<file path="src/hdl/swpd_pkg.sv">
// ----------------------------------------------------------------------------
// swpd_pkg
// Types shared by the sliding-window peak detector files.
// ----------------------------------------------------------------------------
`default_nettype none

package swpd_pkg;

    localparam int SAMPLE_W = 16;

    typedef logic signed [SAMPLE_W-1:0] t_sample;

    // Control handed from the top level to every window cell.
    typedef struct packed {
        logic    shift;   // window advances this cycle
        t_sample centre;  // centre value after the advance
    } t_cell_ctl;

endpackage

`default_nettype wire

</file>
<file path="src/hdl/swpd_if.sv">
// ----------------------------------------------------------------------------
// swpd_if
// Valid/ready channels of the peak detector: samples, results, threshold.
// ----------------------------------------------------------------------------
`default_nettype none

interface swpd_in_if;
    logic              valid;
    logic              ready;
    swpd_pkg::t_sample sample;

    modport source (output valid, output sample, input ready);
    modport sink   (input valid, input sample, output ready);
endinterface

interface swpd_out_if;
    logic              valid;
    logic              ready;
    logic              peak_flag;
    swpd_pkg::t_sample centre_value;

    modport source (output valid, output peak_flag, output centre_value, input ready);
    modport sink   (input valid, input peak_flag, input centre_value, output ready);
endinterface

interface swpd_cfg_if;
    logic              valid;
    logic              ready;
    swpd_pkg::t_sample data;

    modport source (output valid, output data, input ready);
    modport sink   (input valid, input data, output ready);
endinterface

`default_nettype wire

</file>
<file path="src/hdl/sliding_window_peak_detector.sv">
// ----------------------------------------------------------------------------
// sliding_window_peak_detector
// Flags the centre of a 2*HALF_WIDTH+1 sample window as a peak when it is
// above the threshold and no window sample is greater.
// ----------------------------------------------------------------------------
// One sample is taken per clock whenever the result register is empty or
// being drained, so the sustained rate is one sample per cycle; the result
// for a sample is registered when the sample HALF_WIDTH places later is
// accepted. The window is a row of cells that all shift together on an
// accepted request; each cell compares its incoming value against the new
// centre, and the flags are OR-reduced into the registered result. The
// first HALF_WIDTH samples after reset give no result, and the window's
// reset zeros count as samples. The threshold port is always ready and
// should only be written while no result is pending.
`default_nettype none

module sliding_window_peak_detector #(
    parameter int HALF_WIDTH = 8
) (
    input  wire logic  i_clk,
    input  wire logic  i_rst_n,
    swpd_in_if.sink    i_sample_ch,
    swpd_cfg_if.sink   i_cfg,
    swpd_out_if.source o_result_ch
);

    localparam int WIN_LEN = 2 * HALF_WIDTH + 1;
    localparam int CNT_W   = $clog2(HALF_WIDTH + 1);
    localparam logic [CNT_W-1:0] WARM = CNT_W'(HALF_WIDTH);

    swpd_pkg::t_sample   r_threshold;
    logic [CNT_W-1:0]    r_cnt;
    logic                r_valid;
    logic                r_flag;
    swpd_pkg::t_sample   r_centre;

    logic                accept;
    logic                warm;
    swpd_pkg::t_cell_ctl ctl;
    swpd_pkg::t_sample   cell_value [WIN_LEN];
    logic [WIN_LEN-1:0]  cell_gt;
    logic                n_flag;

    assign i_sample_ch.ready = !r_valid || o_result_ch.ready;
    assign accept            = i_sample_ch.valid && i_sample_ch.ready;
    assign warm              = r_cnt == WARM;
    assign i_cfg.ready       = 1'b1;

    // After the shift the centre is the sample now one place newer.
    assign ctl.shift  = accept;
    assign ctl.centre = cell_value[HALF_WIDTH+1];

    for (genvar g = 0; g < WIN_LEN; g++) begin : g_cell
        swpd_pkg::t_sample next_in;
        if (g == WIN_LEN - 1) begin : g_last
            assign next_in = i_sample_ch.sample;
        end else begin : g_mid
            assign next_in = cell_value[g+1];
        end
        swpd_cell u_cell (
            .i_clk   (i_clk),
            .i_rst_n (i_rst_n),
            .i_ctl   (ctl),
            .i_next  (next_in),
            .o_value (cell_value[g]),
            .o_gt    (cell_gt[g])
        );
    end

    assign n_flag = (ctl.centre > r_threshold) && !(|cell_gt);

    always_ff @(posedge i_clk) begin
        if (!i_rst_n) begin
            r_threshold <= '0;
            r_cnt       <= '0;
            r_valid     <= 1'b0;
        end else begin
            if (i_cfg.valid) begin
                r_threshold <= i_cfg.data;
            end
            if (accept && !warm) begin
                r_cnt <= r_cnt + CNT_W'(1);
            end
            if (accept) begin
                r_valid <= warm;
            end else if (o_result_ch.ready) begin
                r_valid <= 1'b0;
            end
        end
    end

    always_ff @(posedge i_clk) begin
        if (accept) begin
            r_flag   <= n_flag;
            r_centre <= ctl.centre;
        end
    end

    assign o_result_ch.valid        = r_valid;
    assign o_result_ch.peak_flag    = r_flag;
    assign o_result_ch.centre_value = r_centre;

    a_cnt_bound: assert property (@(posedge i_clk) disable iff (!i_rst_n)
        r_cnt <= WARM)
        else $error("warm-up count past half width");

    a_no_take_on_stall: assert property (@(posedge i_clk) disable iff (!i_rst_n)
        (r_valid && !o_result_ch.ready) |-> !i_sample_ch.ready)
        else $error("sample taken while result stalled");

    a_result_source: assert property (@(posedge i_clk) disable iff (!i_rst_n)
        $rose(r_valid) |-> $past(accept) && $past(warm))
        else $error("result without a warm accepted sample");

endmodule

`default_nettype wire

</file>
<file path="src/hdl/swpd_cell.sv">
// ----------------------------------------------------------------------------
// swpd_cell
// One window position: holds a sample, takes its neighbor's on a shift and
// flags when the value it takes beats the new window centre.
// ----------------------------------------------------------------------------
`default_nettype none

module swpd_cell (
    input  wire logic                i_clk,
    input  wire logic                i_rst_n,
    input  wire swpd_pkg::t_cell_ctl i_ctl,
    input  wire swpd_pkg::t_sample   i_next,   // value from the newer neighbor
    output swpd_pkg::t_sample        o_value,
    output logic                     o_gt
);

    swpd_pkg::t_sample r_value;
    swpd_pkg::t_sample n_value;

    always_comb begin
        n_value = i_ctl.shift ? i_next : r_value;
    end

    // Window starts as zeros, and those zeros take part in the compare.
    always_ff @(posedge i_clk) begin
        if (!i_rst_n) begin
            r_value <= '0;
        end else begin
            r_value <= n_value;
        end
    end

    assign o_value = r_value;
    assign o_gt    = i_next > i_ctl.centre;

endmodule

`default_nettype wire
</file>
<file path="src/flat_wrapper.sv">
// flat-port wrapper written by rule: the top's interface ports become plain ports
module sliding_window_peak_detector_flat 
#(
    parameter int HALF_WIDTH = 8
)
  (i_clk, i_rst_n, i_sample_ch_valid, i_sample_ch_sample, i_sample_ch_ready, i_cfg_valid, i_cfg_data, i_cfg_ready, o_result_ch_valid, o_result_ch_peak_flag, o_result_ch_centre_value, o_result_ch_ready);
  swpd_in_if i_sample_ch_i ();
  swpd_cfg_if i_cfg_i ();
  swpd_out_if o_result_ch_i ();
  input  wire logic i_clk;
  input  wire logic i_rst_n;
  input wire logic [$bits(i_sample_ch_i.valid)-1:0] i_sample_ch_valid;
  input wire logic [$bits(i_sample_ch_i.sample)-1:0] i_sample_ch_sample;
  output wire logic [$bits(i_sample_ch_i.ready)-1:0] i_sample_ch_ready;
  input wire logic [$bits(i_cfg_i.valid)-1:0] i_cfg_valid;
  input wire logic [$bits(i_cfg_i.data)-1:0] i_cfg_data;
  output wire logic [$bits(i_cfg_i.ready)-1:0] i_cfg_ready;
  output wire logic [$bits(o_result_ch_i.valid)-1:0] o_result_ch_valid;
  output wire logic [$bits(o_result_ch_i.peak_flag)-1:0] o_result_ch_peak_flag;
  output wire logic [$bits(o_result_ch_i.centre_value)-1:0] o_result_ch_centre_value;
  input wire logic [$bits(o_result_ch_i.ready)-1:0] o_result_ch_ready;
  assign i_sample_ch_i.valid = i_sample_ch_valid;
  assign i_sample_ch_i.sample = i_sample_ch_sample;
  assign i_sample_ch_ready = i_sample_ch_i.ready;
  assign i_cfg_i.valid = i_cfg_valid;
  assign i_cfg_i.data = i_cfg_data;
  assign i_cfg_ready = i_cfg_i.ready;
  assign o_result_ch_valid = o_result_ch_i.valid;
  assign o_result_ch_peak_flag = o_result_ch_i.peak_flag;
  assign o_result_ch_centre_value = o_result_ch_i.centre_value;
  assign o_result_ch_i.ready = o_result_ch_ready;
  sliding_window_peak_detector #(.HALF_WIDTH(HALF_WIDTH)) u_core (.i_clk(i_clk), .i_rst_n(i_rst_n), .i_sample_ch(i_sample_ch_i), .i_cfg(i_cfg_i), .o_result_ch(o_result_ch_i));
endmodule
</file>
<file path="config.mk">
export PLATFORM = sky130hd
export DESIGN_NAME = sliding_window_peak_detector_flat
export DESIGN_NICKNAME = d
export VERILOG_FILES = /design/src/hdl/swpd_pkg.sv /design/src/hdl/swpd_if.sv /design/src/hdl/sliding_window_peak_detector.sv /design/src/hdl/swpd_cell.sv /design/src/flat_wrapper.sv
export SDC_FILE = /design/constraint.sdc
export NUM_CORES = 1
export LEC_CHECK = 0
export ABC_AREA = 1
export BUFFER_PORTS_ARGS = -buffer_cell sky130_fd_sc_hd__buf_2
export CAP_MARGIN = 10
export CORE_MARGIN = 1
export CORE_UTILIZATION = 57
export DETAILED_ROUTE_END_ITERATION = 10
export GPL_ROUTABILITY_DRIVEN = 0
export PLACE_DENSITY_LB_ADDON = 0.25
export SLEW_MARGIN = 20
export SYNTH_ARGS = -nofsm -noshare
export SYNTH_HDL_FRONTEND = slang
export SYNTH_SLANG_ARGS = --single-unit
</file>
<file path="constraint.sdc">
create_clock -name i_clk -period 1.9 [get_ports i_clk]
set_input_delay 0.38 -clock i_clk [delete_from_list [all_inputs] [get_ports i_clk]]
set_output_delay 0.38 -clock i_clk [all_outputs]
set_load 0.01 [all_outputs]
</file>
# Word level (Yosys, flattened, before mapping)
# Index checks and enable logic that the tools add are counted.
# word_totals
regBits,294
wordCells,52
inputBits,37
out_inout_bits,20
# op_classes
n_reduce_logical,9
add_sub_neg,1
n_mux,2
n_lt_le_gt_ge,18
n_eq_ne,1
# ops
operator,n
$gt A16 B16 Y1,18
$reduce_or A17 Y1,1
$add A4 B1 Y4 const B,1
$eq A4 B4 Y1 const B,1
$logic_and A1 B1 Y1,3
$logic_not A1 Y1,3
$mux W1,2
$reduce_bool A2 Y1,1
$logic_or A1 B1 Y1,1

# Logic depth before layout (Yosys ltp)
# Gate-level depths: netlist of run 1.
# logic_depth
word_depth,4
depth_mapped,19
depth_no_buf,19

# Cells and area by module
# Synthesis of run 1 repeated with hierarchy kept, for this count alone.
# hier_totals
hier_cells,2573
hier_area_um2,18443.9
# by_module_without_submodules
module,cells_each,n_inst,area_each_um2,seq_area_each_um2
swpd_cell,140,17,978.4,320.3
sliding_window_peak_detector,193,1,1810.5,930.9

# Worst setup path after synthesis of run 1
# Ideal clock, no wire load.
# synth_timing
path_kind,register -> register
startpoint,reg u_core.g_cell[9].u_cell.r_value[7]
endpoint,"reg u_core.r_flag, in the netlist u_core.o_result_ch.peak_flag (data pin)"
n_path_buf,0
path_stages_with_launch,17
t_required_ps,1648
setup_ps,252
period_less_slack_ps,2028
t_arrival_ps,1775
setup_slack_ps,-128
cell_sequence,dfxtp_1 > inv_1 > ha_1 > nand2_1 > inv_1 > a21oi_1 > nand3_1 > nand2_1 > nand2_1 > nand2_1 > nand2_1 > nor2_1 > nor2_1 > nand2_1 > nor2_2 > nand2_1 > nor2_2
# synth_between
elab_chain_len,4
elab_cells_between_ends,21
cone_classes,order compare (18); reduce/logical (3)
# synth_rtl
item,line_no,source
"start, declared",swpd_cell.sv:17,swpd_pkg::t_sample r_value;
"start signal, assigned",swpd_cell.sv:29,r_value <= n_value;
$gt A16 B16 Y1,swpd_cell.sv:34,assign o_gt = i_next > i_ctl.centre;
$reduce_or A17 Y1,sliding_window_peak_detector.sv:70,assign n_flag = (ctl.centre > r_threshold) && !(|cell_gt);
$logic_not A1 Y1,sliding_window_peak_detector.sv:70,
$logic_and A1 B1 Y1 (*),sliding_window_peak_detector.sv:70,
named net u_core.n_flag,sliding_window_peak_detector.sv:42,logic n_flag;
"end signal, assigned",sliding_window_peak_detector.sv:94,r_flag <= n_flag;
"end, declared",sliding_window_peak_detector.sv:34,logic r_flag;
# The timed path passes the listed nets; every way through them passes the cells marked *.
# A chain may end at the register's enable or synchronous reset.

# Final worst setup path of run 1
# Ends and elaborated chain as after synthesis.

==> reports/metrics.yaml, run 1 <==
outcome: "finished, violations left"
drtPass1Iterations: 7
floorplan.initialDensity_pct: 58.72
std_cell_rows: 61
grt-ovfl-total: 0
r2r.worst_path.cells: 14
area_growth_pct: 22.03
track_usage_pct: 29.97
layout-drive-gt1-share_pct: 15.39
synth_commonest_cells: "nor2_1, o21ai_0, dfxtp_1, ha_1, nand2_1"
ys_seq_area_share_pct: 36.62
core_sq_um: 28160
vias_per_cell: 5.439
synthCells: 2188
drc: 0
max_freq_ghz: 0.4503
critPathKind: "flop to flop"
async_reset_ff_share_pct: 0
cts_buffer_depth: 3
dp.cells: 2705
num-fill-cells: 2195
synth-seq-cells: 294
post-route-min-period_ns: 2.221
cpPeakStageDelay_ns: 0.35
fin_skew_ns: 0.01586
dp_slack_ns: -0.4242
clkLatencyLatePin_ns: 0.51
fin_ws_ns: -0.3209
cp-start-kind: "flop"
rsz0062_at_grt: "true"
syn-num-nets: 2499
netlist.area_leader.share_pct: 33.53
antenna_found_initial: 0
synthesis.area_sq_um: 16540
first_iter_violations: 787
arrival_ns: 2.49
root_buffer: "clkbuf_16"
clk_pin_slew_ns: 0.06
ys_types: 31
synth_edf_count: 17
crit_chain: "clkinvlp_4 -> buf_12 -> buf_4 -> ha_1 -> nand2_1 -> nor2_1 -> nor2_1 -> nand3_1 -> nand2_2 -> nand2_1 -> nand2_1 -> nand3_1 -> nand4_1 -> nor2_2"
multi_input_area_sq_um: 9864
finalHoldViolCount: 0
regArea_sq_um: 6067
fin_crit_sh_pct: 116.9
hp-class: "input pin to flop"
required_ns: 2.17
end_kind: "flop"
violations: "setup timing"
maxSlewViolCount: 0
yosys.area.top_type: "dfxtp_1"
hpwlAfterDp_um: 30810
fin_cells: 2776
path_common_cell: "nand2_1"
synthMostInstantiatedCell: "nor2_1"
cts_buffers: 35
final_nets: 2683
max_cap_viol_count: 0
yosysWarnings: 0
wl_per_cell_um: 15.59
cp_max_fo: 13
min_path_cells: 3
ir_worst_vdd_mv: 0.9178
grt_first_pass_wirelength_um: 70860
finalSetupViolCount: 1
clock-sinks: 294
power_uw: 17290
pin_count: 57
power.leakage_uw: 0.009755
cts_max_level: 2
wl_um: 43270
port_buffers: 55
grt_start_max_net_pins: 85
synthFlopType: "dfxtp_1"
synth_area_per_cell_sq_um: 7.559
dieArea_sq_um: 29700
grt_pass1_vias: 14898
cts_tree: "done"
die_x_um: 172.3
netlist_top_cells_area: "dfxtp_1, ha_1, nor2_1"
die_h_um: 172.3
antenna_left: 0
vias: 15100
power_density_nw_per_um2: 856.6
tns_ns: -0.3209
slowest_stage: "dfxtp_2"
==> metrics by stage <==
step / utilization (%) / hold WS [ns] / area (sq um)
final: 71.66 / 0.1064 / 20180
after global routing: 71.65 / 0.1270 / 20180
after CTS: 70.75 / 0.1001 / 19930
after detailed placement: 66.18 / 0.4583 / 18640
after global placement: 66.18 / 0.4457 / 18640
after floorplan: - / 0.4331 / 16570
==> state kept, by name, indices dropped and copies added (netlist names) <==
register / cells
u_core.r_cnt: 4
u_core.o_result_ch.centre_value: 16
u_core.o_result_ch.peak_flag: 1
u_core.r_threshold: 16
u_core.g_cell.u_cell.o_value: 256
u_core.o_result_ch.valid: 1
==> layout by cell type, fill, tap and decap left out, drive strengths merged <==
master and instances:
clkbuf 53, diode 1, nand3 53, and3 1, o21a 6, a211oi 2, inv 148, nand4 30
a21oi 163, o21bai 6, edfxtp 17, nand2 269, a31oi 1, nand3b 7, bufinv 1, o21ai 296
dfxtp 277, a21boi 1, nor3 17, a31o 1, clkinvlp 3, conb 1, ha 274, buf 237
clkinv 7, a21o 8, nor2 518
==> critical path, delay by kind of cell, from the launching register on <==
kind | cells | cell delay [ns]
fa+ha+maj | 1 | 0.28
simple gates | 10 | 0.92
flops | 1 | 0.35
buf+inv | 3 | 0.43
==> what timing repair did <==
| action | in CTS | in global routing |
|---|---|---|
| endpoints found under the hold margin | 0 | 0 |
| setup endpoints to repair | 1 | 1 |
| resized for setup | 23 | 47 |
| hold buffers | 0 | 0 |
| buffers inserted | 6 | 1 |
| pin swaps | 9 | 11 |
| cloned | 0 | 1 |
==> report_power, final <==
part	internal (uW)	leakage, uW	switching [uW]	total (uW)
combinational	1660	0.00673	2190	3840
clock	3930	0.000556	2590	6530
sequential	6630	0.00247	288	6920
==> metal layers <==
layer,wire length (um),track usage (%),vias to the layer above
li1,-,-,7704
met1,18860,35.82,6959
met2,20900,54.19,348
met3,1896,3.479,89
met4,1614,12.24,0
met5,0,0,-
==> cell families (layout without fill, tap and decap cells) <==
family / count (synthesis) / after routing / synth area share, %
and+or+nand+nor: 895 / 895 / 21.80
other: 1 / 2 / 0.02267
buffers and inverters: 240 / 449 / 5.803
DFF: 294 / 294 / 36.62
AOI/OAI and AO/OA: 484 / 484 / 15.02
adders and majority gates: 274 / 274 / 20.73
==> cell type report <==
class | count | share of cell area [%]
timing repair buffer | 238 | 10.28
tap | 378 | 2.343
clock inverter | 10 | 0.4030
sequential | 294 | 30.06
multi-input combinational | 1654 | 48.88
inverter | 149 | 2.858
clock buffer | 52 | 5.164
antenna | 1 | 0.01240
==> worst paths after layout <==
| check | start | to | slack [ns] |
|---|---|---|---|
| worst max-delay path | u_core.g_cell[9].u_cell.o_value[7]$_SDFFE_PN0P_ | u_core.o_result_ch.peak_flag$_DFFE_PP_ | -0.32 |
| worst min-delay path | i_cfg_data[0] | u_core.r_threshold[0]$_SDFFE_PN0P_ | 0.11 |
| worst max register to register | u_core.g_cell[9].u_cell.o_value[7]$_SDFFE_PN0P_ | u_core.o_result_ch.peak_flag$_DFFE_PP_ | -0.32 |
| worst min register to register | u_core.g_cell[1].u_cell.o_value[0]$_SDFFE_PN0P_ | u_core.g_cell[1].u_cell.o_value[0]$_SDFFE_PN0P_ | 0.47 |
Power figures use the tool's default switching activity.
==> inputs of run 2 (changes only) <==
--- a/config.mk
+++ b/config.mk
@@ -5,7 +5,6 @@
 export SDC_FILE = /design/constraint.sdc
 export NUM_CORES = 1
 export LEC_CHECK = 0
-export ABC_AREA = 1
 export BUFFER_PORTS_ARGS = -buffer_cell sky130_fd_sc_hd__buf_2
 export CAP_MARGIN = 10
 export CORE_MARGIN = 1
==> run 2 against run 1 <==
The run still ends with setup timing left. Routed wire length up 22%. Worst hold slack better by 0.012 ns. Sequential share of layout area down 2.8 points. Non-clock buffer count is 245 higher. Via count increased by 8.5%. Critical path depth shrank 4. Flip-flop and latch count unchanged. Critical endpoint unchanged. Area after synthesis increased by 1.5%. Die area is 1.5% higher. Worst setup slack worse by 0.76 ns. Clock-buffer cell count down 6. Largest cell class unchanged. Clock skew up 0.0012 ns.
==> reports/metrics.yaml, run 2 <==
outcome: "finished, violations left"
violations: "setup timing"
grt_pass1_vias: 16347
clock-sinks: 294
cp_top_family: "simple AND/OR/NAND/NOR gates"
dieArea_sq_um: 30130
crit_chain: "clkinvlp_4 -> buf_4 -> ha_4 -> nand3_2 -> or4_4 -> o221ai_4 -> nand4_1 -> or4_4 -> nor4_4 -> o2111a_1"
port_buffers: 55
antenna_cells: 0
antenna_found_initial: 0
top_usage_layer: "met2"
cts_buffer_depth: 3
antenna_left: 0
power.leakage_uw: 0.009819
layout-drive-gt1-share_pct: 24.10
root_buffer: "clkbuf_16"
fin_ws_ns: -1.080
hpwlAfterDp_um: 37330
die_x_um: 173.6
synth_commonest_cells: "nand2_1, dfxtp_1, ha_1, a21boi_0, clkbuf_1"
cts_buffers: 34
synth_edf_count: 17
largest_reg_flops: 256
end_kind: "flop"
grt-ovfl-total: 0
dp.cells: 2728
post-route-min-period_ns: 2.980
worst-path-buf-inv: 2
arrival_ns: 3.37
vias_per_cell: 5.856
final_cell_mix: "nand2_1, buf_4, dfxtp_1"
ir_worst_vdd_mv: 0.6444
dp_slack_ns: -1.416
max_freq_ghz: 0.3356
die_h_um: 173.6
finalSetupViolCount: 1
floorplan.initialDensity_pct: 58.16
grt_first_pass_wirelength_um: 82410
area_growth_pct: 32.45
netlist_top_cells_area: "dfxtp_1, ha_1, nand2_1"
drtPass1Iterations: 6
max_cap_viol_count: 0
dpl_cell_area_sq_um: 20700
synthFlopType: "dfxtp_1"
async_reset_ff_share_pct: 0
num-fill-cells: 1961
fin_area_sq_um: 22230
wl_per_cell_um: 18.83
ys_seq_area_share_pct: 36.08
synth_area_per_cell_sq_um: 8.562
finalHoldViolCount: 0
syn-num-nets: 2271
fin_cells: 2799
path_common_cell: "or4_4"
pin_count: 57
std_cell_rows: 62
globalRouteMet3Util_pct: 5.022
synth-seq-cells: 294
final_nets: 2701
grt_use_met2_pct: 57.71
track_usage_pct: 34.12
grt_start_max_net_pins: 81
first_iter_violations: 1462
vias: 16390
cts_tree: "done"
required_ns: 2.29
wl_um: 52690
rsz0062_at_grt: "true"
cp_max_fo: 5
hp-class: "input pin to flop"
core_sq_um: 28860
critPathKind: "flop to flop"
ys_types: 58
maxSlewViolCount: 0
fin_util_pct: 77.03
worstMarginPinSlew_ns: 0.6827
slowest_stage: "or4_4"
slew_headroom_pct: 54.07
synthCells: 1960
power_uw: 14680
synthesis.area_sq_um: 16780
met1_usage_pct: 43.14
yosysWarnings: 0
power_density_nw_per_um2: 660.5
yosys.area.top_type: "dfxtp_1"
layout_commonest_cell: "nand2_1"
netlist.area_leader.share_pct: 33.04
synthMostInstantiatedCell: "nand2_1"
cp-start-kind: "flop"
fin_skew_ns: 0.01705
fin_crit_sh_pct: 156.8
clkLatencyLatePin_ns: 0.53
cts_max_level: 2
clk_pin_slew_ns: 0.06
drc: 0
cpPeakStageDelay_ns: 0.55
==> run 2: changes by cell type in the layout (fill, tap and decap cells not counted), sizes merged, moves of 18 or more <==
cell and delta:
a21boi +259, a21o +18, a21oi -86, buf +246, inv -88, mux2i +23, nand2 +295, nand3 -34
nand4 +25, nor2 -487, nor2b +30, o21ai -271
==> run 2: what timing repair did <==
action | 4_1_cts | 5_1_grt
gates resized for setup | 21 | 16
hold endpoints to repair | 0 | 0
hold buffers | 0 | 0
pin swaps | 7 | 12
buffers inserted | 7 | 2
endpoints found under the setup margin | 1 | 1
gates cloned | 1 | 0
==> run 2: worst min-delay path, cell delays in order <==
cell     delay [ns]
buf_2          0.08
mux2i_1        0.06
nor2b_1        0.09
==> run 2: report_power, final <==
group | switching (uW) | internal [uW] | total [uW]
Combinational | 623 | 508 | 1130
Sequential | 53.1 | 6290 | 6340
Clock | 2710 | 4500 | 7210
==> run 2: worst paths after layout <==
kind                                                     from                                               to  slack (ns)  depth (start not counted)
max          u_core.g_cell[9].u_cell.o_value[13]$_SDFFE_PN0P_           u_core.o_result_ch.peak_flag$_DFFE_PP_       -1.08                         10
min                                             i_cfg_data[6]               u_core.r_threshold[6]$_SDFFE_PN0P_        0.12                          3
max reg2reg  u_core.g_cell[9].u_cell.o_value[13]$_SDFFE_PN0P_           u_core.o_result_ch.peak_flag$_DFFE_PP_       -1.08                         10
min reg2reg   u_core.g_cell[1].u_cell.o_value[7]$_SDFFE_PN0P_  u_core.g_cell[1].u_cell.o_value[7]$_SDFFE_PN0P_        0.48                          2
==> run 2: cell type report <==
cell class / instances / area, sq um / area share, %
Clock inverter: 15 / 209.0 / 0.9400
Inverter: 62 / 251.5 / 1.131
Timing Repair Buffer: 483 / 3795 / 17.07
Tap cell: 384 / 480.5 / 2.161
Timing Repair inverter: 1 / 7.507 / 0.03377
Multi-Input combinational cell: 1514 / 10390 / 46.73
Clock buffer: 46 / 1031 / 4.638
Sequential cell: 294 / 6067 / 27.29
==> run 2: cell families (layout without fill, tap and decap cells) <==
group,after synthesis,count (layout),share of synthesized area [%]
compound gates,460,460,19.26
xor+xnor,2,2,0.1044
fa+ha+maj,274,274,20.43
buf+inv,152,607,3.422
flops,294,294,36.08
mux,24,24,1.439
other cells,1,1,0.02234
simple gates,753,753,19.24
==> run 2: stage by stage <==
stage | TNS, ns | hold WS (ns)
floorplan | -0.9105 | 0.4435
global placement | -1.054 | 0.4613
detailed placement | -1.416 | 0.4723
CTS | -1.027 | 0.1080
global route | -1.161 | 0.1377
finish | -1.080 | 0.1187
==> run 2: routing by layer <==
metal / wire length [um] / vias up
met3: 3970 / 182
met1: 21820 / 7791
met2: 24550 / 688
li1: - / 7729
met4: 2353 / 0
met5: 0 / -
==> inputs of run 3 (changes only) <==
--- a/config.mk
+++ b/config.mk
@@ -5,11 +5,11 @@
 export SDC_FILE = /design/constraint.sdc
 export NUM_CORES = 1
 export LEC_CHECK = 0
-export BUFFER_PORTS_ARGS = -buffer_cell sky130_fd_sc_hd__buf_2
 export CAP_MARGIN = 10
 export CORE_MARGIN = 1
-export CORE_UTILIZATION = 57
+export CORE_UTILIZATION = 58
 export DETAILED_ROUTE_END_ITERATION = 10
+export DONT_BUFFER_PORTS = 1
 export GPL_ROUTABILITY_DRIVEN = 0
 export PLACE_DENSITY_LB_ADDON = 0.25
 export SLEW_MARGIN = 20
==> run 3 against run 2 <==
Sequential power is essentially flat. Core utilization down 0.23 points. Sequential share of layout area is 0.81 points higher. The flow still finishes with violations (setup timing). Critical path depth stayed put. Non-clock buffer count down 75. Highest routed layer unchanged. Clock-buffer cell count grew 8. Die area shrank 1.7%. Combinational power decreased by 16%. First-iteration DRC count down 11%. Critical path type unchanged. Final cell count down 3.0%.
==> reports/metrics.yaml, run 3 (synthesis results as in run 2) <==
track_usage_pct: 34.48
ir_worst_vdd_mv: 0.5414
post-route-min-period_ns: 3.094
antenna_left: 0
first_iter_violations: 1303
dieArea_sq_um: 29620
vias: 15923
largest_reg_flops: 256
std_cell_rows: 61
max_cap_viol_count: 0
finalHoldViolCount: 0
max_freq_ghz: 0.3232
antenna_cells: 0
power_uw: 13990
drc: 0
cp_max_fo: 4
clk_pin_slew_ns: 0.06
cts_tree: "done"
worstMarginPinSlew_ns: 0.5011
wl_um: 50860
antenna_found_initial: 0
cts_buffer_depth: 3
hpwlAfterDp_um: 36540
hp-class: "input pin to flop"
drtPass1Iterations: 5
final_nets: 2625
whs_ns: 0.008581
wl_per_cell_um: 18.73
clock-sinks: 294
maxSlewViolCount: 0
slew_headroom_pct: 65.73
outcome: "finished, violations left"
grt_pass1_vias: 15804
arrival_ns: 3.47
cts_max_level: 2
grt_start_max_net_pins: 277
power_density_nw_per_um2: 648.4
end_kind: "flop"
layout_commonest_cell: "nand2_1"
fin_ws_ns: -1.194
cts_buffers: 34
vias_per_cell: 5.865
fin_util_pct: 76.80
finalSetupViolCount: 1
grt-ovfl-total: 0
fin_crit_sh_pct: 162.8
fin_skew_ns: 0.01482
violations: "setup timing"
root_buffer: "clkbuf_16"
pin_count: 57
cp-start-kind: "flop"
power.leakage_uw: 0.009404
area_growth_pct: 28.52
die_x_um: 172.1
dp_slack_ns: -1.224
critPathKind: "flop to flop"
grt_first_pass_wirelength_um: 79890
required_ns: 2.28
tns_ns: -1.194
die_h_um: 172.1
port_buffers: 0
floorplan.initialDensity_pct: 59.75
layout-drive-gt1-share_pct: 21.01
final_cell_mix: "nand2_1, buf_4, dfxtp_1"
core_sq_um: 28090
rsz0062_at_grt: "true"
clkLatencyLatePin_ns: 0.52
run 3: cell type report:
cell class                      count  area, sq um
Clock buffer                       54         1090
Sequential cell                   294         6062
Tap cell                          378        473.0
Multi-Input combinational cell   1514        10320
Inverter                           62        247.7
Timing Repair Buffer              408         3316
Fill cell                        1891         6518
Clock inverter                      5        56.30
run 3: metrics by stage:
step / cells / instance area [sq um]
after detailed placement: 2649 / 20230
after floorplan: 1960 / 16830
after global placement: 2649 / 20230
after CTS: 2713 / 21490
after global routing: 2715 / 21570
final: 2715 / 21570
run 3: what timing repair did:
| item | CTS | global route |
|---|---|---|
| setup buffers | 3 | 1 |
| hold buffers | 2 | 1 |
| endpoints found under the setup margin | 1 | 1 |
| hold endpoints to repair | 3 | 1 |
| gates resized for setup | 15 | 12 |
| pin swaps | 2 | 6 |
run 3: critical path: stages (launching register included):
cell	delay [ns]
dfxtp_4	0.36
clkinvlp_4	0.15
buf_6	0.17
ha_4	0.26
nand3_2	0.08
or4_4	0.56
o221ai_4	0.28
nand4_1	0.21
or4_4	0.55
nor4_4	0.14
o2111a_1	0.21
run 3: final timing paths:
check	slack (ns)	from	cells after the start	endpoint
setup / recovery	-1.19	u_core.g_cell[9].u_cell.o_value[13]$_SDFFE_PN0P_	10	u_core.o_result_ch.peak_flag$_DFFE_PP_
hold / removal	0.009	i_sample_ch_sample[8]	2	u_core.g_cell[16].u_cell.o_value[8]$_SDFFE_PN0P_
setup reg to reg	-1.19	u_core.g_cell[9].u_cell.o_value[13]$_SDFFE_PN0P_	10	u_core.o_result_ch.peak_flag$_DFFE_PP_
hold reg to reg	0.48	u_core.g_cell[1].u_cell.o_value[5]$_SDFFE_PN0P_	2	u_core.g_cell[1].u_cell.o_value[5]$_SDFFE_PN0P_
run 3: layer usage:
layer | vias up | GRT usage (%) | part of all wire [%]
li1 | 7600 | - | -
met1 | 7473 | 43.21 | 42
met2 | 684 | 56.71 | 46
met3 | 166 | 7.324 | 8.6
met4 | 0 | 15.51 | 4.2
met5 | - | 0 | 0
run 3: power breakdown:
group          leakage (uW)  switching [uW]  internal [uW]
Combinational       0.00643             498            451
Sequential          0.00242            57.6           6290
Clock              0.000562            2620           4060
Total               0.00940            3180          10800
